===== src/rtl/hmf_pkg.sv =====
// shared constants, name table and inter-module types for the http message framer
package hmf_pkg;

	localparam int BUFFER_BYTES = 4096;
	localparam int LEN_W        = $clog2(BUFFER_BYTES + 1);
	localparam int CNT_W        = LEN_W;
	localparam int NAME_LEN     = 15;

	localparam logic [LEN_W-1:0] LEN_MAX  = LEN_W'(BUFFER_BYTES);
	localparam logic [4:0]       NO_MATCH = 5'd16;

	// content-length value scan phases
	localparam logic [1:0] PH_SEEK   = 2'd0;
	localparam logic [1:0] PH_BLANK  = 2'd1;
	localparam logic [1:0] PH_DIGITS = 2'd2;
	localparam logic [1:0] PH_DONE   = 2'd3;

	localparam logic [7:0] CH_CR    = 8'h0d;
	localparam logic [7:0] CH_LF    = 8'h0a;
	localparam logic [7:0] CH_TAB   = 8'h09;
	localparam logic [7:0] CH_SPACE = 8'h20;
	localparam logic [7:0] CH_ZERO  = 8'h30;
	localparam logic [7:0] CH_NINE  = 8'h39;

	function automatic logic [7:0] name_char(input logic [3:0] idx);
		case (idx)
			4'd0:    name_char = "c";
			4'd1:    name_char = "o";
			4'd2:    name_char = "n";
			4'd3:    name_char = "t";
			4'd4:    name_char = "e";
			4'd5:    name_char = "n";
			4'd6:    name_char = "t";
			4'd7:    name_char = "-";
			4'd8:    name_char = "l";
			4'd9:    name_char = "e";
			4'd10:   name_char = "n";
			4'd11:   name_char = "g";
			4'd12:   name_char = "t";
			4'd13:   name_char = "h";
			4'd14:   name_char = ":";
			default: name_char = 8'h00;
		endcase
	endfunction

	function automatic logic [7:0] lower_ascii(input logic [7:0] c);
		lower_ascii = (c >= "A" && c <= "Z") ? c + 8'd32 : c;
	endfunction

	typedef struct packed {
		logic step;
		logic new_conn;
		logic active;
		logic clear;
	} hmf_ctrl_t;

	typedef struct packed {
		logic             hdone;
		logic [LEN_W-1:0] acc_cur;
		logic [LEN_W-1:0] acc_nxt;
	} hmf_status_t;

endpackage


===== src/rtl/hmf_in_stage.sv =====
// input register stage of the http message framer
module hmf_in_stage (
	input  logic       clk,
	input  logic       arst_n,
	input  logic       in_valid,
	output logic       in_stall,
	input  logic [7:0] data_byte,
	input  logic       new_connection,
	input  logic       adv,
	output logic       valid_s1,
	output logic [7:0] byte_s1,
	output logic       newconn_s1
);
	import hmf_pkg::*;

	assign in_stall = valid_s1 && !adv;

	always_ff @(posedge clk or negedge arst_n) begin
		if (!arst_n) begin
			valid_s1 <= 1'b0;
		end else if (!in_stall) begin
			valid_s1 <= in_valid;
		end
	end

	always_ff @(posedge clk) begin
		if (in_valid && !in_stall) begin
			byte_s1    <= data_byte;
			newconn_s1 <= new_connection;
		end
	end

endmodule


===== src/rtl/hmf_header_scan.sv =====
// header parse state: terminator search, content-length name match and value scan
module hmf_header_scan (
	input  logic                clk,
	input  logic                arst_n,
	input  logic [7:0]          byte_s1,
	input  hmf_pkg::hmf_ctrl_t  ctrl,
	output hmf_pkg::hmf_status_t status
);
	import hmf_pkg::*;

	logic [1:0]       term_q, term_cur, term_nxt;
	logic [4:0]       match_q, match_cur, match_nxt, match_inc;
	logic [1:0]       phase_q, phase_cur, phase_nxt, phase_scan;
	logic             found_q, found_cur, found_nxt;
	logic [LEN_W-1:0] acc_q, acc_cur, acc_nxt;
	logic [LEN_W+3:0] acc_ten;
	logic             is_digit, is_blank, hdone;
	logic [7:0]       lower;

	// a new connection clears everything before its first byte is parsed
	assign term_cur  = ctrl.new_conn ? 2'd0 : term_q;
	assign match_cur = ctrl.new_conn ? 5'd0 : match_q;
	assign phase_cur = ctrl.new_conn ? PH_SEEK : phase_q;
	assign found_cur = ctrl.new_conn ? 1'b0 : found_q;
	assign acc_cur   = ctrl.new_conn ? '0 : acc_q;

	assign is_digit  = (byte_s1 >= CH_ZERO) && (byte_s1 <= CH_NINE);
	assign is_blank  = (byte_s1 == CH_SPACE) || (byte_s1 == CH_TAB);
	assign lower     = lower_ascii(byte_s1);
	assign match_inc = match_cur + 5'd1;
	assign acc_ten   = ({4'b0, acc_cur} << 3) + ({4'b0, acc_cur} << 1)
		+ {{LEN_W{1'b0}}, byte_s1[3:0]};

	always_comb begin
		match_nxt  = match_cur;
		phase_nxt  = phase_cur;
		phase_scan = phase_cur;
		found_nxt  = found_cur;
		acc_nxt    = acc_cur;
		if (phase_cur == PH_BLANK || phase_cur == PH_DIGITS) begin
			if (phase_cur == PH_BLANK) begin
				if (!is_blank) begin
					phase_scan = is_digit ? PH_DIGITS : PH_DONE;
				end
			end else if (!is_digit) begin
				phase_scan = PH_DONE;
			end
			if (phase_scan == PH_DIGITS) begin
				acc_nxt = (acc_ten > (LEN_W+4)'(BUFFER_BYTES)) ? LEN_MAX : acc_ten[LEN_W-1:0];
			end
			phase_nxt = phase_scan;
		end else begin
			if (!found_cur && match_cur < 5'(NAME_LEN)) begin
				if (lower == name_char(match_cur[3:0])) begin
					match_nxt = match_inc;
					if (match_inc == 5'(NAME_LEN)) begin
						found_nxt = 1'b1;
						phase_nxt = PH_BLANK;
					end
				end else begin
					match_nxt = NO_MATCH;
				end
			end else if (match_cur < 5'(NAME_LEN)) begin
				match_nxt = NO_MATCH;
			end
		end
		if (byte_s1 == CH_LF) begin
			match_nxt = 5'd0;
		end
	end

	always_comb begin
		hdone    = 1'b0;
		term_nxt = 2'd0;
		if (byte_s1 == CH_CR) begin
			term_nxt = (term_cur == 2'd2) ? 2'd3 : 2'd1;
		end else if (byte_s1 == CH_LF && term_cur == 2'd1) begin
			term_nxt = 2'd2;
		end else if (byte_s1 == CH_LF && term_cur == 2'd3) begin
			term_nxt = 2'd3;
			hdone    = 1'b1;
		end
	end

	assign status.hdone   = hdone;
	assign status.acc_cur = acc_cur;
	assign status.acc_nxt = acc_nxt;

	always_ff @(posedge clk or negedge arst_n) begin
		if (!arst_n) begin
			term_q  <= 2'd0;
			match_q <= 5'd0;
			phase_q <= PH_SEEK;
			found_q <= 1'b0;
			acc_q   <= '0;
		end else if (ctrl.step) begin
			if (ctrl.clear) begin
				term_q  <= 2'd0;
				match_q <= 5'd0;
				phase_q <= PH_SEEK;
				found_q <= 1'b0;
				acc_q   <= '0;
			end else if (ctrl.active) begin
				term_q  <= hdone ? 2'd0 : term_nxt;
				match_q <= match_nxt;
				phase_q <= phase_nxt;
				found_q <= found_nxt;
				acc_q   <= acc_nxt;
			end else begin
				term_q  <= term_cur;
				match_q <= match_cur;
				phase_q <= phase_cur;
				found_q <= found_cur;
				acc_q   <= acc_cur;
			end
		end
	end

endmodule


===== src/rtl/hmf_msg_ctrl.sv =====
// message framing control: byte count, body countdown, error flag and result register
module hmf_msg_ctrl (
	input  logic                       clk,
	input  logic                       arst_n,
	input  logic                       valid_s1,
	input  logic [7:0]                 byte_s1,
	input  logic                       newconn_s1,
	input  hmf_pkg::hmf_status_t       status,
	output hmf_pkg::hmf_ctrl_t         ctrl,
	output logic                       adv,
	output logic                       out_valid,
	input  logic                       out_stall,
	output logic [7:0]                 byte_out,
	output logic                       in_body,
	output logic                       header_done,
	output logic                       message_end,
	output logic [hmf_pkg::LEN_W-1:0]  body_length,
	output logic                       framing_error
);
	import hmf_pkg::*;

	logic             err_q, err_cur, err_n, over;
	logic [CNT_W-1:0] cnt_q, cnt_cur, cnt_inc, cnt_n;
	logic             body_q, body_cur, body_n;
	logic [LEN_W-1:0] rem_q, rem_cur, rem_n;
	logic             step, r_body, r_hdone, r_mend, active, clear;
	logic [LEN_W-1:0] r_blen;

	logic             valid_s2, body_s2, hdone_s2, mend_s2, err_s2;
	logic [7:0]       byte_s2;
	logic [LEN_W-1:0] blen_s2;

	assign adv  = !valid_s2 || !out_stall;
	assign step = valid_s1 && adv;

	assign err_cur  = newconn_s1 ? 1'b0 : err_q;
	assign cnt_cur  = newconn_s1 ? '0 : cnt_q;
	assign body_cur = newconn_s1 ? 1'b0 : body_q;
	assign rem_cur  = newconn_s1 ? '0 : rem_q;

	assign cnt_inc = cnt_cur + CNT_W'(1);
	assign over    = !err_cur && (cnt_inc >= CNT_W'(BUFFER_BYTES));
	assign err_n   = err_cur || over;

	always_comb begin
		cnt_n   = err_cur ? cnt_cur : (over ? CNT_W'(BUFFER_BYTES) : cnt_inc);
		body_n  = body_cur;
		rem_n   = rem_cur;
		r_body  = 1'b0;
		r_hdone = 1'b0;
		r_mend  = 1'b0;
		r_blen  = status.acc_cur;
		active  = 1'b0;
		clear   = 1'b0;
		if (!err_n) begin
			if (body_cur) begin
				r_body = 1'b1;
				rem_n  = rem_cur - LEN_W'(1);
				if (rem_n == '0) begin
					r_mend = 1'b1;
					clear  = 1'b1;
				end
			end else begin
				active = 1'b1;
				r_blen = status.acc_nxt;
				if (status.hdone) begin
					r_hdone = 1'b1;
					if (status.acc_nxt == '0) begin
						r_mend = 1'b1;
						clear  = 1'b1;
					end else begin
						body_n = 1'b1;
						rem_n  = status.acc_nxt;
					end
				end
			end
		end
		if (clear) begin
			cnt_n  = '0;
			body_n = 1'b0;
			rem_n  = '0;
		end
	end

	assign ctrl.step     = step;
	assign ctrl.new_conn = newconn_s1;
	assign ctrl.active   = active;
	assign ctrl.clear    = clear;

	always_ff @(posedge clk or negedge arst_n) begin
		if (!arst_n) begin
			err_q  <= 1'b0;
			cnt_q  <= '0;
			body_q <= 1'b0;
			rem_q  <= '0;
		end else if (step) begin
			err_q  <= err_n;
			cnt_q  <= cnt_n;
			body_q <= body_n;
			rem_q  <= rem_n;
		end
	end

	always_ff @(posedge clk or negedge arst_n) begin
		if (!arst_n) begin
			valid_s2 <= 1'b0;
		end else if (adv) begin
			valid_s2 <= valid_s1;
		end
	end

	always_ff @(posedge clk) begin
		if (step) begin
			byte_s2  <= byte_s1;
			body_s2  <= r_body;
			hdone_s2 <= r_hdone;
			mend_s2  <= r_mend;
			blen_s2  <= r_blen;
			err_s2   <= err_n;
		end
	end

	assign out_valid     = valid_s2;
	assign byte_out      = byte_s2;
	assign in_body       = body_s2;
	assign header_done   = hdone_s2;
	assign message_end   = mend_s2;
	assign body_length   = blen_s2;
	assign framing_error = err_s2;

	// a body in progress always has bytes left to take
	a_body_remaining: assert property (@(posedge clk) disable iff (!arst_n)
		body_q |-> rem_q != '0)
		else $error("body active with zero bytes remaining");

	a_count_bound: assert property (@(posedge clk) disable iff (!arst_n)
		cnt_q <= CNT_W'(BUFFER_BYTES))
		else $error("message byte count beyond buffer size");

	// error stays until a new connection arrives
	a_err_sticky: assert property (@(posedge clk) disable iff (!arst_n)
		step && err_q && !newconn_s1 |=> err_q)
		else $error("framing error dropped without new connection");

	a_no_end_on_error: assert property (@(posedge clk) disable iff (!arst_n)
		out_valid && framing_error |-> !message_end && !header_done && !in_body)
		else $error("framing marks raised while in error");

	a_hdone_header: assert property (@(posedge clk) disable iff (!arst_n)
		out_valid && header_done |-> !in_body)
		else $error("header done flagged on a body byte");

endmodule


===== src/rtl/http_message_framer.sv =====
// top level of the http message framer
//
// Splits one connection's byte stream into back-to-back HTTP/1.1 messages
// framed by the content-length header. Input channel: data_byte and
// new_connection with in_valid / in_stall; new_connection marks the first
// byte of a connection and clears all parse state and the error flag.
// Output channel: one result per input byte (byte_out, in_body, header_done,
// message_end, body_length, framing_error) with out_valid / out_stall.
// A transfer happens on a rising edge with valid high and stall low.
// A byte taken into the input register is parsed and loaded into the result
// register when that register is empty or being taken, after which out_valid
// is high. The block takes one byte per cycle while the receiver does not
// stall; the parse state update is a single pass of small logic.
// When the receiver stalls, the result register holds, the input register
// takes one more byte and in_stall stays high while both are full; no byte
// is dropped.
// Reset (arst_n low) empties both registers and puts the parser at the
// start of a header with no error.
module http_message_framer (
	input  logic                      clk,
	input  logic                      arst_n,
	input  logic                      in_valid,
	output logic                      in_stall,
	input  logic [7:0]                data_byte,
	input  logic                      new_connection,
	output logic                      out_valid,
	input  logic                      out_stall,
	output logic [7:0]                byte_out,
	output logic                      in_body,
	output logic                      header_done,
	output logic                      message_end,
	output logic [hmf_pkg::LEN_W-1:0] body_length,
	output logic                      framing_error
);
	import hmf_pkg::*;

	logic        adv, valid_s1, newconn_s1;
	logic [7:0]  byte_s1;
	hmf_ctrl_t   ctrl;
	hmf_status_t status;

	hmf_in_stage u_in_stage (
		.clk            (clk),
		.arst_n         (arst_n),
		.in_valid       (in_valid),
		.in_stall       (in_stall),
		.data_byte      (data_byte),
		.new_connection (new_connection),
		.adv            (adv),
		.valid_s1       (valid_s1),
		.byte_s1        (byte_s1),
		.newconn_s1     (newconn_s1)
	);

	hmf_header_scan u_header_scan (
		.clk     (clk),
		.arst_n  (arst_n),
		.byte_s1 (byte_s1),
		.ctrl    (ctrl),
		.status  (status)
	);

	hmf_msg_ctrl u_msg_ctrl (
		.clk           (clk),
		.arst_n        (arst_n),
		.valid_s1      (valid_s1),
		.byte_s1       (byte_s1),
		.newconn_s1    (newconn_s1),
		.status        (status),
		.ctrl          (ctrl),
		.adv           (adv),
		.out_valid     (out_valid),
		.out_stall     (out_stall),
		.byte_out      (byte_out),
		.in_body       (in_body),
		.header_done   (header_done),
		.message_end   (message_end),
		.body_length   (body_length),
		.framing_error (framing_error)
	);

endmodule


===== config.mk =====
export PLATFORM = sky130hd
export DESIGN_NAME = http_message_framer
export DESIGN_NICKNAME = d
export VERILOG_FILES = /design/src/rtl/hmf_pkg.sv /design/src/rtl/hmf_in_stage.sv /design/src/rtl/hmf_header_scan.sv /design/src/rtl/hmf_msg_ctrl.sv /design/src/rtl/http_message_framer.sv
export SDC_FILE = /design/constraint.sdc
export NUM_CORES = 1
export LEC_CHECK = 0
export ABC_AREA = 0
export BUFFER_PORTS_ARGS = -buffer_cell sky130_fd_sc_hd__buf_2
export CAP_MARGIN = 20
export CORE_MARGIN = 2
export CORE_UTILIZATION = 50
export DETAILED_ROUTE_END_ITERATION = 8
export GPL_ROUTABILITY_DRIVEN = 0
export GPL_TIMING_DRIVEN = 0
export PLACE_DENSITY = 0.7
export SLEW_MARGIN = 5
export SYNTH_ARGS = -nofsm -noshare
export SYNTH_HDL_FRONTEND = slang
export SYNTH_SLANG_ARGS = --single-unit
export TNS_END_PERCENT = 5

===== constraint.sdc =====
create_clock -name clk -period 7.1 [get_ports clk]
set_input_delay 0.355 -clock clk [delete_from_list [all_inputs] [get_ports clk]]
set_output_delay 0.355 -clock clk [all_outputs]
set_load 0.005 [all_outputs]

; After elaboration in Yosys (flattened, before gate mapping)
; Memories as Yosys holds them, arrays and structs flattened.
; Cells that the tools add are included.
[word_totals]
elab_cells = 142
input_bits = 13
romBits = 112
regBits = 87
n_memories = 1
ram_bits = 0
out_inout_bits = 27
latch_bits = 0
[op_classes]
addsub = 6
n_mul = 0
shift = 0
order_cmp = 7
n_eq_ne = 12
n_div = 0
n_reduce_logical = 22
bitwise_logic = 0
muxes = 75
[mem_list]
columns = memory, depth, width, read_ports, rd_ports_with_merged_regs, wr, line
row1 = (no name shown), 16, 7, 1, 0, 0, hmf_pkg.sv:26  ; case (idx)
[op_table]
columns = cell, n
row1 = 13-bit two-way mux, 18
row2 = 5-bit two-way mux, 8
row3 = 2-bit two-way mux, 19
row4 = 1-bit two-way mux, 27
row5 = 13-bit logical NOT, 2
row6 = 8-bit by 4-bit equality test with 1-bit output (second input constant), 3
row7 = 8-bit two-way mux, 3
row8 = 16-bit by 14-bit adder with 17-bit output, 1
row9 = 17-bit by 4-bit adder with 17-bit output, 1
row10 = 17-bit by 13-bit > comparator with 1-bit output (second input constant), 1
row11 = 13-bit by 1-bit adder with 13-bit output (second input constant), 1
row12 = 13-bit >= comparator (second input constant), 1
row13 = 13-bit by 1-bit subtractor with 13-bit output (second input constant), 1
row14 = 1-bit logical AND, 9
row15 = 8-bit by 6-bit adder with 8-bit output (second input constant), 1
row16 = 2-bit equality test (second input constant), 4
row17 = 8-bit by 6-bit equality test with 1-bit output (second input constant), 1
row18 = 8-bit equality test, 1
row19 = 8-bit by 6-bit >= comparator with 1-bit output (second input constant), 1
row20 = 8-bit by 7-bit >= comparator with 1-bit output (second input constant), 1
row21 = 8-bit by 6-bit less-or-equal comparator with 1-bit output (second input constant), 1
row22 = 8-bit by 7-bit less-or-equal comparator with 1-bit output (second input constant), 1
row23 = 1-bit logical NOT, 6
row24 = 5-bit by 1-bit adder with 5-bit output (second input constant), 1
row25 = 5 further kinds, 9

; Depth between registers and ports, before layout
[logic_depth]
depth_word = 15
ltp_mapped = 21

; Hierarchy
; A second synthesis with hierarchy kept.
[hier_totals]
cells_unflattened = 812
hier_area_um2 = 6901.6
[modules_own_cells]
columns = mod, area_per_inst_um2, seq_area_each_um2, cells_each, n_inst
row1 = hmf_msg_ctrl, 3485.8, 1476.4, 398, 1
row2 = hmf_header_scan, 3088.0, 575.6, 400, 1
row3 = hmf_in_stage, 327.8, 295.3, 14, 1

; Worst setup path before layout
; No wires, ideal clock.
[synth_timing]
kind = register -> register
start = register u_in_stage.newconn_s1
end = register u_msg_ctrl.rem_q[7]
slack_ps = 2796
path_stages_with_launch = 17
arrival_time_ps = 4169
cell_sequence = edfxtp_1 -> buf_4 -> clkbuf_1 -> clkbuf_1 -> buf_1 -> nor2b_1 -> ha_1 -> ha_1 -> a211oi_2 -> o21ai_1 -> and4_1 -> a2111oi_2 -> a21boi_2 -> nor3_4 -> a22o_1 -> a221oi_1 -> a22oi_1
[synth_between]
elab_chain_len = 13
elab_cells_between_ends = 46
cone_classes = 4 x add/sub / 2 x order compare / 5 x eq/ne / 27 x mux / 8 x reduce/logical
[synth_rtl]
columns = element, line
row1 = from (decl), hmf_in_stage.sv:12  ; output logic newconn_s1
row2 = from (signal assigned), hmf_in_stage.sv:29  ; newconn_s1 <= new_connection;
row3 = 13-bit two-way mux or 2-bit two-way mux (tied branches), "hmf_header_scan.sv:25, hmf_header_scan.sv:23"
row4 = "16-bit by 14-bit adder with 17-bit output, or another cell as far along", hmf_header_scan.sv:31  ; assign acc_ten = ({4'b0, acc_cur} << 3) + ({4'b0, acc_cur} << 1)
row5 = 17-bit by 4-bit adder with 17-bit output or 2-bit two-way mux (tied branches), "hmf_header_scan.sv:32, hmf_header_scan.sv:41"
row6 = 17-bit by 13-bit > comparator with 1-bit output or 2-bit two-way mux (tied branches), "hmf_header_scan.sv:49, hmf_header_scan.sv:40"
row7 = 13-bit two-way mux or 2-bit equality test (tied branches), "hmf_header_scan.sv:49, hmf_header_scan.sv:48"
row8 = 13-bit two-way mux, hmf_header_scan.sv:48  ; if (phase_scan == PH_DIGITS) begin
row9 = 13-bit two-way mux, hmf_header_scan.sv:40  ; if (phase_cur == PH_BLANK || phase_cur == PH_DIGITS) begin
row10 = 13-bit logical NOT, hmf_msg_ctrl.sv:68  ; if (status.acc_nxt == '0) begin
row11 = 13-bit two-way mux or 1-bit two-way mux (tied branches), hmf_msg_ctrl.sv:68
row12 = 13-bit two-way mux or 1-bit two-way mux (tied branches), hmf_msg_ctrl.sv:66  ; if (status.hdone) begin
row13 = 13-bit two-way mux or 1-bit two-way mux (tied branches), hmf_msg_ctrl.sv:56  ; if (body_cur) begin
row14 = 13-bit two-way mux or 1-bit two-way mux (tied branches), hmf_msg_ctrl.sv:55  ; if (!err_n) begin
row15 = 13-bit two-way mux (*), hmf_msg_ctrl.sv:78  ; if (clear) begin
row16 = to (signal assigned), hmf_msg_ctrl.sv:100  ; rem_q <= rem_n;
row17 = to (decl), hmf_msg_ctrl.sv:25  ; logic [LEN_W-1:0] rem_q, rem_cur, rem_n;
; Every way passes the cells marked *; elsewhere a longest branch is shown, timed or not. The select of a mux whose other input is x is not followed.
; A chain may end at the register's enable or synchronous reset.

; Worst setup path after layout
[layout_timing]
start = register u_in_stage.newconn_s1
end = register u_header_scan.acc_q[8]
[layout_between]
elab_chain_len = 13
elab_cells_between_ends = 45
cone_classes = 4 x add/sub / 2 x order compare / 5 x eq/ne / 26 x mux / 8 x reduce/logical
[layout_rtl]
columns = element, line
row1 = 13-bit two-way mux or 2-bit two-way mux (tied branches), "hmf_header_scan.sv:25, hmf_header_scan.sv:23"
row2 = "16-bit by 14-bit adder with 17-bit output, or another cell as far along", hmf_header_scan.sv:31
row3 = 17-bit by 4-bit adder with 17-bit output or 2-bit two-way mux (tied branches), "hmf_header_scan.sv:32, hmf_header_scan.sv:41"
row4 = 17-bit by 13-bit > comparator with 1-bit output or 2-bit two-way mux (tied branches), "hmf_header_scan.sv:49, hmf_header_scan.sv:40"
row5 = 13-bit two-way mux or 2-bit equality test (tied branches), "hmf_header_scan.sv:49, hmf_header_scan.sv:48"
row6 = 13-bit two-way mux, hmf_header_scan.sv:48
row7 = 13-bit two-way mux, hmf_header_scan.sv:40
row8 = 13-bit logical NOT, hmf_msg_ctrl.sv:68
row9 = 1-bit two-way mux, hmf_msg_ctrl.sv:68
row10 = 1-bit two-way mux, hmf_msg_ctrl.sv:66
row11 = 1-bit two-way mux, hmf_msg_ctrl.sv:56
row12 = 1-bit two-way mux (*), hmf_msg_ctrl.sv:55
row13 = via u_msg_ctrl.clear, hmf_msg_ctrl.sv:26  ; logic step, r_body, r_hdone, r_mend, active, clear;
row14 = 13-bit two-way mux (*), hmf_header_scan.sv:97  ; if (ctrl.clear) begin
row15 = to (signal assigned), hmf_header_scan.sv:108  ; acc_q <= acc_nxt;
row16 = to (signal assigned), hmf_header_scan.sv:114  ; acc_q <= acc_cur;
row17 = to (decl), hmf_header_scan.sv:15  ; logic [LEN_W-1:0] acc_q, acc_cur, acc_nxt;
; The timed path passes the listed nets; every way through them passes the cells marked *. The select of a mux whose other input is x is not followed.

==> impl_metrics.json <==
{
  "run_status": "finished clean",
  "cts-buffers-inserted": 9,
  "synthesis.area_mm2": 0.00670,
  "grt_pass1_vias": 6218,
  "cp.arrival_ns": 6.36,
  "asyncSetResetFlopFracSynth": 0.609,
  "die_w_um": 120,
  "path_class": "reg -> reg",
  "tritoncts": "done",
  "synth-seq-cells": 87,
  "post_cts.repair.setup_buffers": 0,
  "chipHeight_um": 120,
  "layout.cells.most_common_list": "73 x nand2_1, 59 x nor2_1, 53 x dfrtp_1",
  "routed_wire_length_per_instance_um": 19.8,
  "cts-hold-fix-buffers": 1,
  "power.leakage_nw": 3.18,
  "grt_start_max_net_pins": 35,
  "grt_use_met2": 0.465,
  "netlist.area_leader.share": 0.198,
  "crit_fanout": 10,
  "synth_nets": 819,
  "synth_largest_area_cell": "dfrtp_1",
  "max_slew.worst_pin.slew_ns": 0.756,
  "grt_antenna_before_repair": 0,
  "std_cell_rows": 42,
  "seq_area_mm2": 0.00235,
  "core_area_mm2": 0.0132,
  "area.growth.synth_to_final_pct": 11.5,
  "grt_first_pass_wirelength_um": 32200,
  "detailedRoute.firstIterationViolations": 692,
  "layout.cells.non_filler": 1003,
  "synth.area.mux_share": 0.0138,
  "synth_compound_area_frac": 0.271,
  "timing.critical_path.required_ns": 7.34,
  "timing.final.crit_share": 0.862,
  "numPortBuffers": 39,
  "layout_commonest_cell": "nand2_1",
  "combinational_family_with_the_most_area_after_synthesis": "compound AO/OA/AOI/OAI gates",
  "num-nets-final": 873,
  "fmax_ghz": 0.163,
  "postSynth.topFlopCell": "dfrtp_1",
  "clock_latency_ns": 0.36,
  "detail-route-antenna-nets": 0,
  "globalRouteMet3Util": 0.0513,
  "setup_total_negative_slack_ns": 0,
  "drt_pre_antenna_iters": 5,
  "initial_core_util": 0.508,
  "grt_use_met1": 0.377,
  "n_antenna_cell": 0,
  "post_synth_inst_count": 768,
  "hpwl_reported_at_the_end_of_detailed_placement_um": 14500,
  "post-route-drc-count": 0,
  "globalRouteTotalUtil": 0.282,
  "synth_enable_flop_cells": 34,
  "unrepaired_setup_endpoints_after_global_routing": "no",
  "startpoint_type_of_the_worst_setup_path": "flop",
  "via_per_inst": 6.58,
  "footprint_of_the_multi_input_gates_mm2": 0.00403,
  "finalHoldViolations": 0,
  "vias": 6596,
  "worstHoldPathType": "in -> reg",
  "io-pin-count": 40,
  "synthTopCellsByArea": "dfrtp_1 20%, edfxtp_1 15%, ha_1 6.9%, nand2_1 4.1%, a22o_1 3.5%",
  "layout_cell_share_with_drive_strength_beyond_1": 0.119,
  "htree_num_levels": 3,
  "synthesized_area_fraction_occupied_by_adder_cells": 0.0721,
  "clock_path_buffers": 2,
  "fin_worst_skew_ns": 0.00966,
  "gr-total-overflow": 0,
  "global_route.peak_usage_layer": "met2",
  "yosysWarningCount": 0,
  "period_needed_ns": 6.12,
  "slew_headroom": 0.492,
  "post_synth_and_or_nand_nor_area_fraction": 0.217,
  "dpl.cell_count": 986,
  "yosys.area_share.xor_xnor": 0.0261,
  "cts_sinks": 87,
  "post_cts_resize_count": 0,
  "report.final.slew_viol_count": 0,
  "yosysSeqAreaShare": 0.350,
  "setup-violations-final": 0,
  "worstSetupEndpointType": "flop",
  "syn-mean-instance-area_um2": 8.72,
  "cts-root-buf": "clkbuf_16",
  "cap_viol_max_count": 0,
  "wirelength_um": 19900,
  "floorplan.die_area_mm2": 0.0143,
  "cts.clk_slew.worst_paths_ns": 0.07,
  "vdd.ir_drop.worst_uv": 120,
  "ys_types": 83,
  "p_per_area_mw_per_mm2": 159,
  "fillerInstances": 1225
}
-- worst max-delay path, stage by stage (launching register included) --
cell and delay [ns]:
edfxtp_1 0.49, buf_4 0.25, clkbuf_1 0.50, clkbuf_1 0.54, buf_1 0.55, clkbuf_1 0.53, nor2b_1 0.12, ha_1 0.25
nand3_1 0.17, nor4_2 0.10, xor2_1 0.19, o21ai_2 0.39, nand2_1 0.19, inv_1 0.28, nand3_1 0.21, o31ai_2 0.33
buf_4 0.26, nor2_4 0.09, buf_6 0.16, buf_2 0.19, a22o_1 0.20
-- metrics by stage --
step / setup WS [ns] / util / hold WS [ns] / total power, mW / instance area (um^2)
6_report: 0.982 / 0.566 / 0.169 / 1.19 / 7470
4_1_cts: 1.19 / 0.566 / 0.163 / 1.19 / 7470
3_3_place_gp: 1.00 / 0.539 / 0.430 / 0.708 / 7120
3_5_place_dp: 1.22 / 0.544 / 0.358 / 0.717 / 7170
2_1_floorplan: 2.80 / - / 0.0594 / 0.656 / 6700
5_1_grt: 0.751 / 0.566 / 0.165 / 1.22 / 7470
-- layout make-up --
| class | instances | share of cell area |
|---|---|---|
| Clock inverter | 7 | 0.00888 |
| Buffer | 46 | 0.0280 |
| Multi-Input combinational cell | 603 | 0.539 |
| Tap cell | 176 | 0.0295 |
| Clock buffer | 9 | 0.0301 |
| Timing Repair Buffer | 43 | 0.0345 |
| Inverter | 32 | 0.0161 |
| Sequential cell | 87 | 0.314 |
-- power breakdown --
part	switching [mW]	internal, mW	total (mW)	leakage, nW
registers	0.0161	0.546	0.562	1.06
clock network	0.232	0.246	0.477	0.141
logic	0.0951	0.0523	0.147	1.98
total	0.343	0.844	1.19	3.18
-- synthesized netlist by cell type, types with 4 or more instances --
library cell and instances:
nand2b_1 13, nand3_1 24, xnor2_1 12, nand2_1 73, nand4b_1 4, inv_1 32
a32o_1 4, buf_2 7, a31oi_1 12, o21ai_0 40, or3_1 4, a22o_1 27
o41ai_1 8, o211a_1 4, nor3b_1 5, nor3_1 19, o211ai_1 7, o31ai_1 12
a22oi_1 9, nor2b_1 17, mux2i_1 7, o2bb2ai_1 4, or4_1 6, clkbuf_1 31
xor2_1 8, a211oi_1 7, o21a_1 5, o22ai_1 9, nand3b_1 4, a21oi_1 46
edfxtp_1 34, and2_1 11, nor2_1 59, or2_2 7, nor4_1 14, ha_1 37
dfrtp_1 53, a21o_1 12, nand4_1 9
-- state kept, by name, indices dropped and copies added, names as in the netlist, 2 cells and up --
register / flops
u_header_scan.phase_q: 2
u_msg_ctrl.byte_out: 8
u_header_scan.match_q: 5
u_header_scan.term_q: 2
u_in_stage.byte_s1: 8
u_header_scan.acc_q: 13
u_msg_ctrl.cnt_q: 13
u_msg_ctrl.body_length: 13
u_msg_ctrl.rem_q: 13
-- worst paths after layout --
kind / depth (start not counted) / slack (ns) / end / from
max in group asynchronous: 3 / 6.04 / u_header_scan.phase_q[0] / arst_n
min in group asynchronous: 2 / 0.49 / u_msg_ctrl.cnt_q[8] / arst_n
setup / recovery: 20 / 0.98 / u_header_scan.acc_q[8] / u_in_stage.newconn_s1
hold reg to reg: 0 / 0.45 / u_msg_ctrl.byte_out[3] / u_in_stage.byte_s1[3]
setup reg to reg: 20 / 0.98 / u_header_scan.acc_q[8] / u_in_stage.newconn_s1
hold / removal: 1 / 0.17 / u_in_stage.byte_s1[0] / data_byte[0]
-- cells by family (layout without fill, tap and decap cells) --
family          Yosys count  in the layout
simple gates            283            283
compound gates          253            253
flops                    87             87
buf+inv                  78            137
fa+ha+maj                38             38
xor+xnor                 20             20
mux                       9              9
-- metal layers --
layer | up-vias | wire, um | part of all wire
li1 | 3011 | - | -
met1 | 3187 | 8310 | 0.42
met2 | 348 | 9450 | 0.48
met3 | 50 | 1670 | 0.084
met4 | 0 | 435 | 0.022
met5 | - | 0 | 0
No activity file was read; power rests on OpenSTA's default activity.
